--- config.mk ---
export PLATFORM = sky130hd
export DESIGN_NAME = daily_relay_time_switch_unit_flat
export DESIGN_NICKNAME = d
export VERILOG_FILES = /design/src/design/drts_pkg.sv /design/src/design/drts_if.sv /design/src/design/daily_relay_time_switch_unit.sv /design/src/design/drts_ram.sv /design/src/design/drts_eval.sv /design/src/flat_wrapper.sv
export SDC_FILE = /design/constraint.sdc
export NUM_CORES = 1
export LEC_CHECK = 0
export ABC_AREA = 0
export BUFFER_PORTS_ARGS = -buffer_cell sky130_fd_sc_hd__buf_2
export CAP_MARGIN = 15
export CORE_UTILIZATION = 50
export CTS_CLUSTER_DIAMETER = 60
export DETAILED_ROUTE_END_ITERATION = 8
export PLACE_DENSITY = 0.69
export SLEW_MARGIN = 30
export SYNTH_ARGS = -nofsm -noshare
export SYNTH_HDL_FRONTEND = slang
export SYNTH_SLANG_ARGS = --single-unit
--- constraint.sdc ---
create_clock -name clk -period 3.9 [get_ports clk]
set_input_delay 0.195 -clock clk [delete_from_list [all_inputs] [get_ports clk]]
set_output_delay 0.195 -clock clk [all_outputs]
set_load 0.05 [all_outputs]
--- src/design/drts_pkg.sv ---
`timescale 1ns / 1ps
`default_nettype none

package drts_pkg;

  localparam int DEF_MAX_SCHEDULES = 16;
  localparam int DEF_RELAY_COUNT   = 8;

  localparam int TKEY_W = 11;

  // command codes
  localparam logic [1:0] FUNC_ADD    = 2'd0;
  localparam logic [1:0] FUNC_REMOVE = 2'd1;
  localparam logic [1:0] FUNC_TICK   = 2'd2;
  localparam logic [1:0] FUNC_SYNC   = 2'd3;

  // report kinds
  localparam logic [1:0] KIND_ACK    = 2'd0;
  localparam logic [1:0] KIND_REPORT = 2'd1;
  localparam logic [1:0] KIND_EMPTY  = 2'd2;

  // status codes
  localparam logic [1:0] ST_OK   = 2'd0;
  localparam logic [1:0] ST_FULL = 2'd1;
  localparam logic [1:0] ST_BAD  = 2'd2;

  // actions
  localparam logic [1:0] ACT_NONE = 2'd0;
  localparam logic [1:0] ACT_ON   = 2'd1;
  localparam logic [1:0] ACT_OFF  = 2'd2;

  typedef struct packed {
    logic [2:0] relay;
    logic [4:0] on_h;
    logic [5:0] on_m;
    logic [4:0] off_h;
    logic [5:0] off_m;
  } sched_t;

  typedef struct packed {
    logic [1:0] report_kind;
    logic [1:0] status;
    logic [3:0] entry_slot;
    logic [2:0] relay_out;
    logic [1:0] action;
    logic       relay_on;
    logic       last;
  } report_t;

  typedef struct packed {
    logic       now_on;
    logic [1:0] action;
  } eval_t;

endpackage

`default_nettype wire

--- src/design/drts_if.sv ---
`timescale 1ns / 1ps
`default_nettype none

interface drts_req_if;
  logic       valid;
  logic       ready;
  logic [1:0] func;
  logic [2:0] relay_id;
  logic [4:0] start_hour;
  logic [5:0] start_minute;
  logic [4:0] stop_hour;
  logic [5:0] stop_minute;
  logic [3:0] remove_slot;
  logic [4:0] now_hour;
  logic [5:0] now_minute;

  modport source (
    output valid, func, relay_id, start_hour, start_minute, stop_hour, stop_minute,
           remove_slot, now_hour, now_minute,
    input  ready
  );
  modport sink (
    input  valid, func, relay_id, start_hour, start_minute, stop_hour, stop_minute,
           remove_slot, now_hour, now_minute,
    output ready
  );
endinterface

interface drts_rsp_if;
  logic       valid;
  logic       ready;
  logic [1:0] report_kind;
  logic [1:0] status;
  logic [3:0] entry_slot;
  logic [2:0] relay_out;
  logic [1:0] action;
  logic       relay_on;
  logic       last;

  modport source (
    output valid, report_kind, status, entry_slot, relay_out, action, relay_on, last,
    input  ready
  );
  modport sink (
    input  valid, report_kind, status, entry_slot, relay_out, action, relay_on, last,
    output ready
  );
endinterface

`default_nettype wire

--- src/design/daily_relay_time_switch_unit.sv ---
`timescale 1ns / 1ps
`default_nettype none

// Daily relay time switch: a compacted table of on/off schedules, one per entry, held in
// a single-port-read RAM and walked by a small sequencer around one shared evaluator.
// Add, and any rejected command, offers its acknowledge in the cycle after acceptance.
// Tick and sync take each table entry through RAM read, evaluate and present result,
// waiting for each result transfer; an empty table answers at once. Remove reads the
// entry to be removed, then moves each entry above it down one place; each move is a
// RAM read followed by a RAM write. No new command is taken until the last result of
// the current one has been transferred. The table needs no clearing after reset: only
// entries below the fill count are ever read.
module daily_relay_time_switch_unit
  import drts_pkg::*;
#(
  parameter int MAX_SCHEDULES = DEF_MAX_SCHEDULES,
  parameter int RELAY_COUNT   = DEF_RELAY_COUNT
) (
  input wire logic  clk,
  input wire logic  rst,
  drts_req_if.sink  req,
  drts_rsp_if.source rsp
);

  localparam int IDX_W = (MAX_SCHEDULES > 1) ? $clog2(MAX_SCHEDULES) : 1;
  localparam int CNT_W = $clog2(MAX_SCHEDULES + 1);
  localparam int SLC_W = (CNT_W > 4) ? CNT_W : 4;
  localparam int SL_W  = (IDX_W > 4) ? IDX_W : 4;
  localparam int ENT_W = $bits(sched_t);

  localparam logic [2:0] S_IDLE   = 3'd0;
  localparam logic [2:0] S_RD     = 3'd1;
  localparam logic [2:0] S_EVAL   = 3'd2;
  localparam logic [2:0] S_OUT    = 3'd3;
  localparam logic [2:0] S_RM_RD  = 3'd4;
  localparam logic [2:0] S_RM_CAP = 3'd5;
  localparam logic [2:0] S_SH_RD  = 3'd6;
  localparam logic [2:0] S_SH_WR  = 3'd7;

  logic [2:0]               state;
  logic [IDX_W-1:0]         idx;
  logic [CNT_W-1:0]         count;
  logic [MAX_SCHEDULES-1:0] flags;
  logic                     sync_q;
  logic [TKEY_W-1:0]        now_q;
  logic [2:0]               rm_relay;
  logic                     rm_was;
  report_t                  rep;
  report_t                  ack_rep;

  logic             ram_we;
  logic [IDX_W-1:0] ram_waddr;
  logic [ENT_W-1:0] ram_wdata;
  logic [IDX_W-1:0] ram_raddr;
  logic [ENT_W-1:0] ram_rdata;
  sched_t           ent;
  sched_t           new_ent;
  eval_t            ev;

  logic             in_xfer;
  logic             out_xfer;
  logic             add_ok;
  logic             rid_bad;
  logic             full;
  logic [SLC_W-1:0] slot_ext;
  logic [CNT_W-1:0] idx1;
  logic [CNT_W:0]   idx2;
  logic [SL_W-1:0]  idx_sl;
  logic [SL_W-1:0]  cnt_sl;

  assign req.ready = (state == S_IDLE);
  assign rsp.valid = (state == S_OUT);
  assign in_xfer   = req.valid && req.ready;
  assign out_xfer  = rsp.valid && rsp.ready;

  assign rsp.report_kind = rep.report_kind;
  assign rsp.status      = rep.status;
  assign rsp.entry_slot  = rep.entry_slot;
  assign rsp.relay_out   = rep.relay_out;
  assign rsp.action      = rep.action;
  assign rsp.relay_on    = rep.relay_on;
  assign rsp.last        = rep.last;

  assign rid_bad  = 32'(req.relay_id) >= 32'(RELAY_COUNT);
  assign full     = 32'(count) >= 32'(MAX_SCHEDULES);
  assign add_ok   = !rid_bad && !full;
  assign slot_ext = SLC_W'(req.remove_slot);
  assign idx1     = CNT_W'(idx) + CNT_W'(1);
  assign idx2     = (CNT_W + 1)'(idx1) + (CNT_W + 1)'(1);
  assign idx_sl   = SL_W'(idx);
  assign cnt_sl   = SL_W'(count);
  assign ent      = sched_t'(ram_rdata);

  always_comb begin
    new_ent.relay = req.relay_id;
    new_ent.on_h  = req.start_hour;
    new_ent.on_m  = req.start_minute;
    new_ent.off_h = req.stop_hour;
    new_ent.off_m = req.stop_minute;
  end

  // acknowledge or empty-table result of an incoming command
  always_comb begin
    ack_rep = '{KIND_ACK, ST_OK, 4'd0, 3'd0, ACT_NONE, 1'b0, 1'b1};
    case (req.func)
      FUNC_ADD: begin
        ack_rep.relay_out = req.relay_id;
        if (rid_bad) begin
          ack_rep.status = ST_BAD;
        end else if (full) begin
          ack_rep.status = ST_FULL;
        end else begin
          ack_rep.entry_slot = cnt_sl[3:0];
        end
      end
      FUNC_REMOVE: begin
        ack_rep.entry_slot = req.remove_slot;
        if (slot_ext >= SLC_W'(count)) begin
          ack_rep.status = ST_BAD;
        end
      end
      default: begin
        if (count == '0) begin
          ack_rep.report_kind = KIND_EMPTY;
        end
      end
    endcase
  end

  always_comb begin
    ram_we    = 1'b0;
    ram_waddr = count[IDX_W-1:0];
    ram_wdata = new_ent;
    ram_raddr = idx;
    case (state)
      S_IDLE: begin
        ram_we = in_xfer && (req.func == FUNC_ADD) && add_ok;
      end
      S_SH_RD: begin
        ram_raddr = idx1[IDX_W-1:0];
      end
      S_SH_WR: begin
        ram_we    = 1'b1;
        ram_waddr = idx;
        ram_wdata = ram_rdata;
      end
      default: begin
      end
    endcase
  end

  drts_ram #(
    .WIDTH (ENT_W),
    .DEPTH (MAX_SCHEDULES)
  ) u_table (
    .clk   (clk),
    .we    (ram_we),
    .waddr (ram_waddr),
    .wdata (ram_wdata),
    .raddr (ram_raddr),
    .rdata (ram_rdata)
  );

  drts_eval u_eval (
    .sync_mode (sync_q),
    .now_key   (now_q),
    .entry     (ent),
    .was_on    (flags[idx]),
    .res       (ev)
  );

  always_ff @(posedge clk) begin
    if (rst) begin
      state <= S_IDLE;
      count <= '0;
      flags <= '0;
    end else begin
      case (state)
        S_IDLE: begin
          if (in_xfer) begin
            sync_q <= (req.func == FUNC_SYNC);
            now_q  <= {req.now_hour, req.now_minute};
            rep    <= ack_rep;
            case (req.func)
              FUNC_ADD: begin
                if (add_ok) begin
                  flags[count[IDX_W-1:0]] <= 1'b0;
                  count                   <= count + CNT_W'(1);
                end
                state <= S_OUT;
              end
              FUNC_REMOVE: begin
                if (slot_ext >= SLC_W'(count)) begin
                  state <= S_OUT;
                end else begin
                  idx   <= slot_ext[IDX_W-1:0];
                  state <= S_RM_RD;
                end
              end
              default: begin
                if (count == '0) begin
                  state <= S_OUT;
                end else begin
                  idx   <= '0;
                  state <= S_RD;
                end
              end
            endcase
          end
        end
        S_RD: begin
          state <= S_EVAL;
        end
        S_EVAL: begin
          flags[idx] <= ev.now_on;
          rep        <= '{KIND_REPORT, ST_OK, idx_sl[3:0], ent.relay, ev.action,
                          ev.now_on, (idx1 == count)};
          state      <= S_OUT;
        end
        S_OUT: begin
          if (out_xfer) begin
            if (rep.report_kind == KIND_REPORT && !rep.last) begin
              idx   <= idx1[IDX_W-1:0];
              state <= S_RD;
            end else begin
              state <= S_IDLE;
            end
          end
        end
        S_RM_RD: begin
          state <= S_RM_CAP;
        end
        S_RM_CAP: begin
          rm_relay <= ent.relay;
          rm_was   <= flags[idx];
          if (idx1 < count) begin
            state <= S_SH_RD;
          end else begin
            rep   <= '{KIND_ACK, ST_OK, rep.entry_slot, ent.relay, ACT_NONE, flags[idx],
                       1'b1};
            count <= count - CNT_W'(1);
            state <= S_OUT;
          end
        end
        S_SH_RD: begin
          state <= S_SH_WR;
        end
        S_SH_WR: begin
          // entry above moves down one place together with its flag
          flags[idx] <= flags[idx1[IDX_W-1:0]];
          idx        <= idx1[IDX_W-1:0];
          if (idx2 < (CNT_W + 1)'(count)) begin
            state <= S_SH_RD;
          end else begin
            rep   <= '{KIND_ACK, ST_OK, rep.entry_slot, rm_relay, ACT_NONE, rm_was, 1'b1};
            count <= count - CNT_W'(1);
            state <= S_OUT;
          end
        end
        default: begin
          state <= S_IDLE;
        end
      endcase
    end
  end

endmodule

`default_nettype wire

--- src/design/drts_ram.sv ---
`timescale 1ns / 1ps
`default_nettype none

module drts_ram #(
  parameter int WIDTH = 8,
  parameter int DEPTH = 16,
  localparam int AW = (DEPTH > 1) ? $clog2(DEPTH) : 1
) (
  input  wire logic             clk,
  input  wire logic             we,
  input  wire logic [AW-1:0]    waddr,
  input  wire logic [WIDTH-1:0] wdata,
  input  wire logic [AW-1:0]    raddr,
  output logic      [WIDTH-1:0] rdata
);

  logic [WIDTH-1:0] mem [DEPTH];

  always_ff @(posedge clk) begin
    if (we) begin
      mem[waddr] <= wdata;
    end
    rdata <= mem[raddr];
  end

endmodule

`default_nettype wire

--- src/design/drts_eval.sv ---
`timescale 1ns / 1ps
`default_nettype none

module drts_eval
  import drts_pkg::*;
(
  input  wire logic              sync_mode,
  input  wire logic [TKEY_W-1:0] now_key,
  input  wire sched_t            entry,
  input  wire logic              was_on,
  output eval_t                  res
);

  logic [TKEY_W-1:0] ton;
  logic [TKEY_W-1:0] toff;
  logic              on_next;

  assign ton  = {entry.on_h, entry.on_m};
  assign toff = {entry.off_h, entry.off_m};

  always_comb begin
    on_next = was_on;
    if (sync_mode) begin
      // window wraps past midnight when the off time is not after the on time
      if (ton < toff) begin
        on_next = (now_key >= ton) && (now_key < toff);
      end else begin
        on_next = (now_key >= ton) || (now_key < toff);
      end
    end else if (now_key == ton && !was_on) begin
      on_next = 1'b1;
    end else if (now_key == toff && was_on) begin
      on_next = 1'b0;
    end
    res.now_on = on_next;
    if (on_next && !was_on) begin
      res.action = ACT_ON;
    end else if (!on_next && was_on) begin
      res.action = ACT_OFF;
    end else begin
      res.action = ACT_NONE;
    end
  end

endmodule

`default_nettype wire

--- src/flat_wrapper.sv ---
// flat-port wrapper written by rule: the top's interface ports become plain ports
module daily_relay_time_switch_unit_flat import drts_pkg::*;
#(
  parameter int MAX_SCHEDULES = DEF_MAX_SCHEDULES,
  parameter int RELAY_COUNT   = DEF_RELAY_COUNT
)
  (clk, rst, req_valid, req_func, req_relay_id, req_start_hour, req_start_minute, req_stop_hour, req_stop_minute, req_remove_slot, req_now_hour, req_now_minute, req_ready, rsp_valid, rsp_report_kind, rsp_status, rsp_entry_slot, rsp_relay_out, rsp_action, rsp_relay_on, rsp_last, rsp_ready);
  drts_req_if req_i ();
  drts_rsp_if rsp_i ();
  input wire logic clk;
  input wire logic rst;
  input wire logic [$bits(req_i.valid)-1:0] req_valid;
  input wire logic [$bits(req_i.func)-1:0] req_func;
  input wire logic [$bits(req_i.relay_id)-1:0] req_relay_id;
  input wire logic [$bits(req_i.start_hour)-1:0] req_start_hour;
  input wire logic [$bits(req_i.start_minute)-1:0] req_start_minute;
  input wire logic [$bits(req_i.stop_hour)-1:0] req_stop_hour;
  input wire logic [$bits(req_i.stop_minute)-1:0] req_stop_minute;
  input wire logic [$bits(req_i.remove_slot)-1:0] req_remove_slot;
  input wire logic [$bits(req_i.now_hour)-1:0] req_now_hour;
  input wire logic [$bits(req_i.now_minute)-1:0] req_now_minute;
  output wire logic [$bits(req_i.ready)-1:0] req_ready;
  output wire logic [$bits(rsp_i.valid)-1:0] rsp_valid;
  output wire logic [$bits(rsp_i.report_kind)-1:0] rsp_report_kind;
  output wire logic [$bits(rsp_i.status)-1:0] rsp_status;
  output wire logic [$bits(rsp_i.entry_slot)-1:0] rsp_entry_slot;
  output wire logic [$bits(rsp_i.relay_out)-1:0] rsp_relay_out;
  output wire logic [$bits(rsp_i.action)-1:0] rsp_action;
  output wire logic [$bits(rsp_i.relay_on)-1:0] rsp_relay_on;
  output wire logic [$bits(rsp_i.last)-1:0] rsp_last;
  input wire logic [$bits(rsp_i.ready)-1:0] rsp_ready;
  assign req_i.valid = req_valid;
  assign req_i.func = req_func;
  assign req_i.relay_id = req_relay_id;
  assign req_i.start_hour = req_start_hour;
  assign req_i.start_minute = req_start_minute;
  assign req_i.stop_hour = req_stop_hour;
  assign req_i.stop_minute = req_stop_minute;
  assign req_i.remove_slot = req_remove_slot;
  assign req_i.now_hour = req_now_hour;
  assign req_i.now_minute = req_now_minute;
  assign req_ready = req_i.ready;
  assign rsp_valid = rsp_i.valid;
  assign rsp_report_kind = rsp_i.report_kind;
  assign rsp_status = rsp_i.status;
  assign rsp_entry_slot = rsp_i.entry_slot;
  assign rsp_relay_out = rsp_i.relay_out;
  assign rsp_action = rsp_i.action;
  assign rsp_relay_on = rsp_i.relay_on;
  assign rsp_last = rsp_i.last;
  assign rsp_i.ready = rsp_ready;
  daily_relay_time_switch_unit #(.MAX_SCHEDULES(MAX_SCHEDULES), .RELAY_COUNT(RELAY_COUNT)) u_core (.clk(clk), .rst(rst), .req(req_i), .rsp(rsp_i));
endmodule
==> key figures, run 1 <==
Status
  • Status: finished, final reports clean

Timing
  • Setup violators final: 0
  • Worst slew pin tran: about 0.95 ns
  • Fin. max-slew vios: 0
  • Clock period minus worst slack: 3.54 ns
  • Setup TNS: 0 ns
  • Worst slew margin: 0.366
  • Clock skew: between 0.015 and 0.02 ns
  • Endpoints failing hold: 0
  • Max Freq: 0.283 GHz
  • Period utilisation layout: 0.907
  • RSZ-0062 raised after global routing: false

Global route
  • Initial antenna violation count: 0
  • Total gr overflow: 0
  • Pin count of the biggest net entering global routing: roughly 100
  • Met2 Use GR: 0.368
  • GR peak layer: met2
  • GRT met1 Usage: 0.339
  • Vias in the first global route: around 11000
  • Total Routing Usage GR: 0.239
  • Global-route wire length before repair: ~72000 um
  • M3 GR Usage: 0.0593

Setup path
  • Crit path DAT: around 3.8 ns
  • Worst r2r src: u_core.state[0]$_SDFFE_PP0P_
  • CP max FO: 15
  • R2R Setup Slk: 0.36 ns
  • Slowest CP cell: or4_1
  • CP startpoint kind: register
  • Reg2reg end: u_core.u_table.mem[10][2]$_DFFE_PP_
  • Worst Path Class, Setup: register to register
  • CP cell instances: nor3_2 > nand2_1 > or4_1 > or3_1 > a21boi_1 > nor2_4 > buf_4
  • Slowest cell delay on critical path: 0.63 ns
  • Worst Setup End Kind: register
  • Worst-case reg-to-reg path depth: 7
  • Worst endpoint required time: 4.18 ns

Synthesis
  • Netlist Area Pre-Place: roughly 20000 um^2
  • Syn avg cell area: about 18 um^2
  • Async set-or-reset flop fraction in the synthesized netlist: 0
  • Post-synth EDFFs: ~440
  • Distinct cells, synth: 64
  • Synthesis Warnings: 0
  • Register area share after synthesis: 0.690
  • Syn Inst Count: 1154
  • Mapped Nets: 1255
  • Synth Flop Type: edfxtp_1
  • Synthesized flop and latch total: ~480

Die
  • Core area: 39900 um^2
  • Initial core utilization: 0.510
  • Die area: just over 40000 um^2
  • I/O pin cnt: 63
  • Die W: between 200 and 250 um
  • Row count: 73
  • Die height: approximately 200 um

Power
  • Cell Int Power: 10.1 mW
  • Clock power frac: 0.314
  • Combinational power share: 0.253
  • P_leak: 8.09 nW
  • Sw power: ~4.3 mW
  • Peak supply drop: roughly 0.00044 V
  • Power Dens Cells: just over 600 nW/um^2
  • Sequential power share: 0.433
  • Power, Total: ~14 mW
  • Switching share of total power: 0.300

CTS
  • CTS tree: built
  • Worst-Skew Late Latency: 0.59 ns
  • CTS Sinks: a little under 500
  • Clock root cell: clkbuf_16
  • Clk pin slew, worst setup/hold paths: roughly 0.060 ns
  • Hold_buf cts: 22
  • Post-CTS Setup Bufs: 0
  • Clock Path Buffers: 3
  • CTS H-tree lvls: 2
  • Post_cts resized: 0
  • CTS Buf Count: 49

Placement
  • RePlAce Congestion: 0.897
  • Detailed Place HPWL: ~30000 um
  • Port Buf Inserts: 62
  • Placed cell count: 1749

Final layout
  • Synthesis-to-finish area growth: 16.1%
  • Commonest non-fill, non-tap cell in the layout: edfxtp_1
  • Layout cells sized above 1: 0.283
  • Most frequent cells in the layout: edfxtp_1 (435), mux4_2 (131), nand2_1 (77)
  • Multi-input gate area: between 6000 and 7000 um^2
  • Fill count: approximately 2900
  • Non-filler cells, final: between 1500 and 2000
  • Nets@finish: between 1000 and 1500
  • Reg area: roughly 14000 um^2

Worst hold path
  • Hold Path Stages: 3
  • Hold Path End: u_core.u_table.mem[1][8]$_DFFE_PP_
  • Source of the worst hold timing path: req_stop_hour[2]
  • Hold WC Path Type: input port to register

Drt
  • Final WL: between 40000 and 50000 um
  • Iter 0 DRT Violations: roughly 1200
  • Routed vias/inst: roughly 6.1
  • Remaining antenna violation count: 0
  • 1st-pass router iterations: 5
  • DR WL/cell: between 20 and 30 um
  • Vias: between 10000 and 15000
  • Number of remaining DRC errors: 0

Flow run
  • MaxCap Viol Count: 0
[layout make-up]
class                           instances  area share
Clock buffer                           68      0.0589
Antenna cell                            1    0.000106
Multi-Input combinational cell        574       0.257
Tap cell                              525      0.0278
Clock inverter                         24     0.00731
Inverter                               40     0.00636
Sequential cell                       484       0.595
Timing Repair Buffer                  148      0.0476
[worst max-delay path, delay by kind of cell (launching register included)]
family / cells / cell delay, ns
and+or+nand+nor: 5 / 2.18
DFF: 1 / 0.45
AOI/OAI and AO/OA: 1 / 0.30
buffers and inverters: 1 / 0.30
[how the worst max path moves through the flow]
stage	from	end	slack (ns)	cells after the start
after floorplan	u_core.state[2]$_SDFFE_PP0P_	u_core.u_table.mem[10][0]$_DFFE_PP_	-0.10	8
after global placement	u_core.idx[1]$_DFFE_PP_	u_core.rsp.status[1]$_DFFE_PP_	0.54	11
after detailed placement	u_core.idx[1]$_DFFE_PP_	u_core.rsp.relay_out[2]$_DFFE_PP_	0.44	11
after CTS	u_core.state[0]$_SDFFE_PP0P_	u_core.u_table.mem[10][13]$_DFFE_PP_	0.41	7
after global routing	u_core.idx[1]$_DFFE_PP_	u_core.rsp.report_kind[1]$_DFFE_PP_	0.18	11
final	u_core.state[0]$_SDFFE_PP0P_	u_core.u_table.mem[10][2]$_DFFE_PP_	0.36	7
[state kept, by name, summed over array words and instances, names as in the netlist, 2 cells and up]
register,cells
u_core.u_table.mem,400
u_core.u_table.rdata,25
u_core.flags,16
u_core.now_q,11
u_core.count,5
u_core.idx,4
u_core.rsp.entry_slot,4
u_core.rm_relay,3
u_core.rsp.relay_out,3
u_core.state,3
u_core.rsp.action,2
u_core.rsp.report_kind,2
u_core.rsp.status,2
[power groups by stage]
stage	Combinational, mW	Sequential (mW)	Clock (mW)
floorplan	2.36	6.46	0
CTS	3.65	6.26	4.59
global placement	3.55	6.36	0
global route	3.95	6.28	4.79
finish	3.65	6.26	4.54
detailed placement	3.60	6.36	0
[kinds of logic after synthesis]
group / Yosys count / synth area share
flops: 484 / 0.690
simple gates: 211 / 0.0481
compound gates: 162 / 0.0525
mux: 137 / 0.151
buf+inv: 96 / 0.0201
fa+ha+maj: 55 / 0.0342
xor+xnor: 9 / 0.00424
[metal layers]
layer	wire, um	part of all wire
met5	0	0
met4	1140	0.024
met3	4070	0.085
met2	22700	0.47
met1	20300	0.42
[cell usage after synthesis, types with 2 or more instances]
library cell | instances | share of area
nand3_1 | 24 | 0.0059
a21oi_1 | 35 | 0.0086
edfxtp_1 | 435 | 0.64
o221ai_1 | 2 | 0.00086
buf_1 | 4 | 0.00074
nand2_2 | 2 | 0.00061
ha_1 | 54 | 0.033
a211oi_1 | 2 | 0.00074
a21oi_2 | 2 | 0.00086
dfxtp_1 | 49 | 0.048
xor2_1 | 4 | 0.0017
a221o_1 | 7 | 0.0034
a22oi_1 | 5 | 0.0018
and2_1 | 5 | 0.0015
a21boi_1 | 2 | 0.00074
mux4_1 | 3 | 0.0039
or3_1 | 5 | 0.0015
o21ai_0 | 54 | 0.013
a222oi_1 | 3 | 0.0015
buf_6 | 2 | 0.0011
nand2_1 | 78 | 0.014
nor2_1 | 48 | 0.0089
o21ai_1 | 4 | 0.00098
o21ai_2 | 9 | 0.0039
and3_1 | 6 | 0.0018
nor2b_1 | 11 | 0.0034
mux4_2 | 131 | 0.14
o211ai_1 | 2 | 0.00074
a31oi_1 | 4 | 0.0012
nor3_1 | 10 | 0.0025
nand4_1 | 6 | 0.0018
a21o_1 | 9 | 0.0033
xnor2_1 | 4 | 0.0017
clkbuf_1 | 23 | 0.0042
inv_1 | 39 | 0.0072
buf_2 | 27 | 0.0066
nor3b_1 | 4 | 0.0015
o2111ai_1 | 4 | 0.0017
o21a_1 | 5 | 0.0018
o2111a_1 | 2 | 0.0011
nor4_1 | 3 | 0.00092
nand2b_1 | 3 | 0.00092
a22oi_2 | 2 | 0.0012
[per-stage QoR]
step / utilization / hold slack [ns] / setup WS [ns] / cell area (um^2)
after CTS: 0.592 / 0.0102 / 0.409 / 23600
final: 0.592 / 0.0391 / 0.362 / 23600
after floorplan: - / 0.294 / -0.100 / 20300
after global placement: 0.547 / 0.374 / 0.538 / 21800
after global routing: 0.592 / 0.0645 / 0.184 / 23600
after detailed placement: 0.547 / 0.373 / 0.437 / 21800
Note: power is estimated with default switching activity, not from simulation.
==> inputs of run 2 (changes only) <==
- PLACE_DENSITY: 0.69 -> default
- PLACE_DENSITY_LB_ADDON: default -> 0.08
- SYNTH_HIERARCHICAL: default -> 1
==> run 2 against run 1 <==
Register-to-register slack got worse by 0.03 ns. Clock power increased by 4%. Global-route usage increased by 1.7 points. Largest power group unchanged. Critical path type unchanged.
==> key figures, run 2 <==
Setup path
  • Worst Setup End Kind: register
  • Slowest CP cell: edfxtp_1
  • Crit path DAT: 4.00 ns (+0.18 ns)
  • CP cell instances: mux4_2 > mux4_2 > buf_4 > nor2b_1 > o21ai_0 > o21ai_0 > buf_4 > nand2_1 > nor2_1 > a21oi_1 > o32ai_1
  • CP max FO: 8 (-7)
  • Worst endpoint required time: 4.33 ns (+0.15 ns)
  • Worst Path Class, Setup: register to register
  • Largest delay share family, worst path: compound AO/OA/AOI/OAI gates
  • Slowest cell delay on critical path: 0.56 ns (-0.07 ns)
  • WP buf/inv: 2 (+1)
  • CP startpoint kind: register

CTS
  • Hold_buf cts: 21 (-4.5%)
  • CTS Sinks: 484 (unchanged)
  • Post-CTS Setup Bufs: 0 (unchanged)
  • CTS tree: built
  • Clk pin slew, worst setup/hold paths: 0.06 ns (about the same)
  • Worst-Skew Late Latency: 0.59 ns (about the same)
  • Post_cts resized: 0 (unchanged)
  • Clock Path Buffers: 3 (unchanged)
  • CTS Buf Count: 50 (+2.0%)
  • Clock root cell: clkbuf_16
  • CTS H-tree lvls: 2 (unchanged)

Final layout
  • Commonest non-fill, non-tap cell in the layout: edfxtp_1
  • Ant. Diodes: 0 (-1)
  • Synthesis-to-finish area growth: 15.7%
  • Final core occ: 0.593 (+0.00126)
  • Most frequent cells in the layout: edfxtp_1 (435), nand2_1 (149), mux4_2 (107)
  • Nets@finish: 1502 (+7.4%)
  • Largest register FFs: 400 (unchanged)
  • Layout cells sized above 1: 0.236 (-0.0466)
  • Most flops, register: u_core/u_table/mem
  • Top flop regs: u_core/u_table/mem: 400 flops, u_core/u_table/rdata: 25 flops, u_core/flags: 16 flops
  • Non-filler cells, final: 1962 (+5.3%)

Timing
  • Worst slew pin tran: 0.695 ns (-0.255 ns)
  • Endpoints failing hold: 0 (unchanged)
  • Worst hold slack: 0.0794 ns (+0.0403 ns)
  • RSZ-0062 raised after global routing: false
  • Max Freq: 0.280 GHz (-0.76%)
  • Period utilisation layout: 0.914 (+0.00696)
  • Clock period minus worst slack: 3.57 ns (+0.0271 ns)
  • Fin. max-slew vios: 0 (unchanged)
  • Setup TNS: 0 ns (unchanged)
  • Setup violators final: 0 (unchanged)
  • Worst slew margin: 0.533 (+0.167)
  • Clock skew: 0.0219 ns (+0.00207 ns)

Synthesis
  • Post-synth top cells: edfxtp_1 (435), nand2_1 (149), mux4_2 (107)
  • Count leader, synth: edfxtp_1
  • Synth area leader: edfxtp_1
  • Syn avg cell area: 16.3 um^2 (-7.5%)
  • Mapped Nets: 1365 (+8.8%)
  • Post-synth EDFFs: 435 (unchanged)
  • Synth Flop Type: edfxtp_1
  • Synthesis Warnings: 6 (+6)
  • Synth top area cells: edfxtp_1 (63%), mux4_2 (12%), dfxtp_1 (4.8%)
  • Register area share after synthesis: 0.682 (-0.00826)
  • Top-area cell type share of the netlist area: 0.634 (-0.00768)
  • Async set-or-reset flop fraction in the synthesized netlist: 0 (unchanged)
  • Syn Inst Count: 1262 (+9.4%)
  • Distinct cells, synth: 64 (unchanged)
  • Synthesized flop and latch total: 484 (unchanged)
  • Netlist Area Pre-Place: 20600 um^2 (+1.2%)

Drt
  • Remaining antenna violation count: 0 (unchanged)
  • DR WL/cell: 26.3 um (+1.8%)
  • Routed vias/inst: 6.08 (about the same)
  • 1st-pass router iterations: 6 (+1)
  • Number of remaining DRC errors: 0 (unchanged)
  • Iter 0 DRT Violations: 1218 (-0.25%)
  • Vias: 11929 (+5.3%)
  • Final WL: 51600 um (+7.1%)

Power
  • Power, Total: 12.4 mW (-14%)
  • Peak supply drop: 0.000358 V (-19%)
  • Power Dens Cells: 521 nW/um^2 (-15%)
  • P_leak: 8.25 nW (+2.0%)

Die
  • Die height: 205 um (+0.60%)
  • Row count: 73 (unchanged)
  • Die W: 205 um (+0.60%)
  • Core area: 40200 um^2 (+0.69%)
  • Initial core utilization: 0.512 (+0.00266)
  • I/O pin cnt: 63 (unchanged)
  • Die area: 42000 um^2 (+1.2%)

Worst hold path
  • Hold WC Path Type: input port to register

Status
  • Status: finished, final reports clean

Global route
  • Total gr overflow: 0 (unchanged)
  • Pin count of the biggest net entering global routing: 61 (-40%)
  • Initial antenna violation count: 0 (unchanged)
  • Global-route wire length before repair: 76900 um (+7.1%)
  • Vias in the first global route: 12046 (+5.8%)
  • Total Routing Usage GR: 0.256 (+0.0167)

Flow run
  • MaxCap Viol Count: 0 (unchanged)

Placement
  • RePlAce Congestion: 0.905 (+0.80%)
  • Detailed Place HPWL: 31700 um (+4.6%)
  • Port Buf Inserts: 62 (unchanged)
  • Placed cell count: 1851 (+5.8%)
## run 2: cell count changes in the layout (fill, tap and decap cells not counted), moves of 8 or more
cell and delta:
a22oi_1 +45, nand2_1 +72, clkinv_1 +10, mux4_2 -24, a31oi_1 +8, buf_4 +8, o21ai_2 -9, o21ai_0 -23
## run 2: kinds of logic (layout without fill, tap and decap cells)
logic type / Yosys count / after routing / share of synthesized area
AO/OA/AOI/OAI: 193 / 193 / 0.0649
XOR/XNOR: 11 / 11 / 0.00468
adder cells (fa/ha/maj): 58 / 58 / 0.0355
buffers and inverters: 106 / 281 / 0.0236
flip-flops: 484 / 484 / 0.682
multiplexers: 119 / 119 / 0.125
AND/OR/NAND/NOR: 291 / 291 / 0.0640
## run 2: metrics by stage
stage | instance area (um^2) | setup slack (ns)
4_1_cts | 23800 | 0.259
2_1_floorplan | 20600 | 0.115
6_report | 23800 | 0.334
3_5_place_dp | 22000 | 0.290
3_3_place_gp | 22000 | 0.164
5_1_grt | 23800 | 0.0868
## run 2: power by group
part	internal (mW)	switching, mW
registers	5.85	0.121
logic	0.658	1.08
clock network	2.78	1.93
total	9.28	3.13
## run 2: final cells by class
cell class	instances	area, um^2
Clock buffer	62	1350
Clock inverter	28	280
Fill cell	3103	16400
Inverter	39	146
Multi-Input combinational cell	672	6240
Sequential cell	484	14000
Tap cell	525	657
Timing Repair Buffer	152	1110
## run 2: metal layers
metal / GRT usage / wire length (um)
met5: 0 / 0
met4: 0.0664 / 1020
met3: 0.0423 / 3170
met2: 0.406 / 24500
met1: 0.368 / 22900
## run 2: worst paths after layout
path | from | to | slack (ns) | cells past startpoint
min | req_func[1] | u_core/sync_q$_DFFE_PP_ | 0.08 | 2
max reg2reg | u_core/idx[0]$_DFFE_PP_ | u_core/flags[14]$_SDFFE_PP0P_ | 0.33 | 11
max | u_core/idx[0]$_DFFE_PP_ | u_core/flags[14]$_SDFFE_PP0P_ | 0.33 | 11
min reg2reg | u_core/flags[12]$_SDFFE_PP0P_ | u_core/flags[12]$_SDFFE_PP0P_ | 0.50 | 2
## run 2: worst register-to-register path, stage by stage, from the launching register on
cell and delay, ns:
edfxtp_1 0.56, mux4_2 0.56, mux4_2 0.51, buf_4 0.17, nor2b_1 0.12, o21ai_0 0.16, o21ai_0 0.20, buf_4 0.21
nand2_1 0.11, nor2_1 0.06, a21oi_1 0.55, o32ai_1 0.20
==> inputs of run 3 (changes only) <==
- ABC_AREA: 0 -> default
- RECOVER_POWER: default -> 50
==> run 3 against run 2 <==
Hold slack about the same. Fmax shrank 0.47%. Critical path depth unchanged. Clock power barely moved. Routed wire length barely moved. Via count rose by 0.58%. Sequential power barely moved. Cell area fell by 0.26%. Power barely moved. Critical path type unchanged. Largest power group unchanged.
==> key figures, run 3 (synthesis gave the netlist of run 2 again) <==
Status
  • Status: finished, final reports clean

Final layout
  • Most flops, register: u_core/u_table/mem
  • Ant. Diodes: 0 (unchanged)
  • Nets@finish: 1502 (unchanged)
  • Layout cells sized above 1: 0.212 (-0.0237)
  • Top flop regs: u_core/u_table/mem: 400 flops, u_core/u_table/rdata: 25 flops, u_core/flags: 16 flops
  • Largest register FFs: 400 (unchanged)
  • Most frequent cells in the layout: edfxtp_1 (435), nand2_1 (149), mux4_2 (107)
  • Synthesis-to-finish area growth: 15.4%
  • Final core occ: 0.591 (-0.00156)
  • Multi-input gate area: 6240 um^2 (-0.10%)
  • Reg area: 14000 um^2 (unchanged)
  • Fill count: 3126 (+0.74%)
  • Commonest non-fill, non-tap cell in the layout: edfxtp_1

Drt
  • Iter 0 DRT Violations: 1198 (-1.6%)
  • Number of remaining DRC errors: 0 (unchanged)
  • Routed vias/inst: 6.12 (+0.58%)
  • DR WL/cell: 26.3 um (about the same)
  • Final WL: 51600 um (about the same)
  • Remaining antenna violation count: 0 (unchanged)
  • Vias: 11998 (+0.58%)
  • 1st-pass router iterations: 6 (unchanged)

CTS
  • CTS Buf Count: 50 (unchanged)
  • CTS Sinks: 484 (unchanged)
  • Clock Path Buffers: 3 (unchanged)
  • CTS H-tree lvls: 2 (unchanged)
  • Hold_buf cts: 21 (unchanged)
  • Clk pin slew, worst setup/hold paths: 0.06 ns (about the same)
  • Worst-Skew Late Latency: 0.59 ns (about the same)
  • Clock root cell: clkbuf_16
  • Post-CTS Setup Bufs: 0 (unchanged)
  • CTS tree: built
  • Post_cts resized: 0 (unchanged)

Timing
  • Max Freq: 0.279 GHz (-0.47%)
  • Setup violators final: 0 (unchanged)
  • Worst slew pin tran: 1.28 ns (+0.586 ns)
  • Clock skew: 0.0226 ns (+0.000631 ns)
  • Setup TNS: 0 ns (unchanged)
  • Endpoints failing hold: 0 (unchanged)
  • Period utilisation layout: 0.919 (+0.00433)
  • Clock period minus worst slack: 3.58 ns (+0.0169 ns)
  • Fin. max-slew vios: 0 (unchanged)
  • RSZ-0062 raised after global routing: false
  • Worst slew margin: 0.146 (-0.387)
  • Worst hold slack: 0.0790 ns (-0.000383 ns)

Power
  • Cell Int Power: 9.26 mW (-0.20%)
  • Clock power frac: 0.380 (about the same)
  • P_leak: 8.15 nW (-1.3%)
  • Sw power: 3.14 mW (+0.20%)
  • Combinational power share: 0.138 (-0.002)
  • Peak supply drop: 0.000359 V (+0.18%)
  • Sequential power share: 0.481 (about the same)
  • Power Dens Cells: 522 nW/um^2 (+0.17%)
  • Switching share of total power: 0.253 (+0.000748)

Setup path
  • Worst Path Class, Setup: register to register
  • Slowest CP cell: edfxtp_1
  • Worst endpoint required time: 4.33 ns (about the same)
  • CP startpoint kind: register
  • Worst Setup End Kind: register
  • CP cell instances: mux4_2 > mux4_2 > clkbuf_1 > nor2b_1 > o21ai_0 > o21ai_0 > buf_4 > nand2_1 > nor2_1 > a21oi_1 > o32ai_1
  • Slowest cell delay on critical path: 0.57 ns (about the same)
  • CP max FO: 8 (unchanged)
  • Crit path DAT: 4.01 ns (about the same)

Global route
  • Pin count of the biggest net entering global routing: 61 (unchanged)
  • Total Routing Usage GR: 0.256 (unchanged)
  • Initial antenna violation count: 0 (unchanged)
  • Total gr overflow: 0 (unchanged)
  • Vias in the first global route: 12046 (unchanged)
  • Global-route wire length before repair: 76900 um (unchanged)

Flow run
  • MaxCap Viol Count: 0 (unchanged)

Die
  • Core area: 40200 um^2 (unchanged)
  • Initial core utilization: 0.512 (unchanged)
  • Die area: 42000 um^2 (unchanged)
  • Row count: 73 (unchanged)
  • Die W: 205 um (unchanged)
  • Die height: 205 um (unchanged)
  • I/O pin cnt: 63 (unchanged)

Placement
  • Detailed Place HPWL: 31700 um (unchanged)
  • Port Buf Inserts: 62 (unchanged)
  • RePlAce Congestion: 0.905 (unchanged)

Worst hold path
  • Hold WC Path Type: input port to register
## run 3: changes by cell type in the layout (fill, tap and decap cells not counted), moves of 3 or more
| cell | before | now |
|---|---|---|
| buf_4 | 63 | 57 |
| buf_2 | 62 | 35 |
| and2_1 | 8 | 5 |
| and2_0 | 0 | 3 |
| clkbuf_1 | 9 | 42 |
## run 3: layout make-up
class / instances / share of cell area
sequential: 484 / 0.591
multi-input combinational: 672 / 0.262
clock buffer: 62 / 0.0567
timing repair buffer: 152 / 0.0445
tap: 525 / 0.0276
clock inverter: 28 / 0.0118
inverter: 39 / 0.00616
## run 3: per-layer routing
layer	part of all wire	vias up	global-route usage
li1	-	5302	-
met1	0.44	6193	0.368
met2	0.47	428	0.406
met3	0.067	75	0.0423
met4	0.020	0	0.0664
met5	0	-	0
## run 3: worst paths after layout
| kind | start | endpoint | slack (ns) | cells past startpoint |
|---|---|---|---|---|
| worst max-delay path | u_core/idx[0]$_DFFE_PP_ | u_core/flags[14]$_SDFFE_PP0P_ | 0.32 | 11 |
| worst min-delay path | req_func[1] | u_core/sync_q$_DFFE_PP_ | 0.08 | 2 |
| worst max register to register | u_core/idx[0]$_DFFE_PP_ | u_core/flags[14]$_SDFFE_PP0P_ | 0.32 | 11 |
| worst min register to register | u_core/flags[12]$_SDFFE_PP0P_ | u_core/flags[12]$_SDFFE_PP0P_ | 0.50 | 2 |
## run 3: critical path: cells and delay by family, from the launching register on
family / cells / cell delay (ns)
AOI/OAI and AO/OA: 4 / 1.10
buffers and inverters: 2 / 0.39
DFF: 1 / 0.57
muxes: 2 / 1.06
and+or+nand+nor: 3 / 0.32
## run 3: power by group through the flow
stage / Combinational (mW) / Clock [mW] / Sequential, mW
global route: 1.87 / 5.01 / 5.98
finish: 1.71 / 4.72 / 5.97
CTS: 1.73 / 4.81 / 5.97
global placement: 1.69 / 0 / 6.07
floorplan: 1.12 / 0 / 6.13
detailed placement: 1.71 / 0 / 6.07
## run 3: through the flow
stage,area [um^2],power [mW],cells,setup WS (ns)
final,23800,12.4,1962,0.318
after global routing,23800,12.9,1962,0.0450
after CTS,23800,12.5,1962,0.259
after detailed placement,22000,7.78,1851,0.290
after global placement,22000,7.76,1851,0.164
after floorplan,20600,7.24,1262,0.115
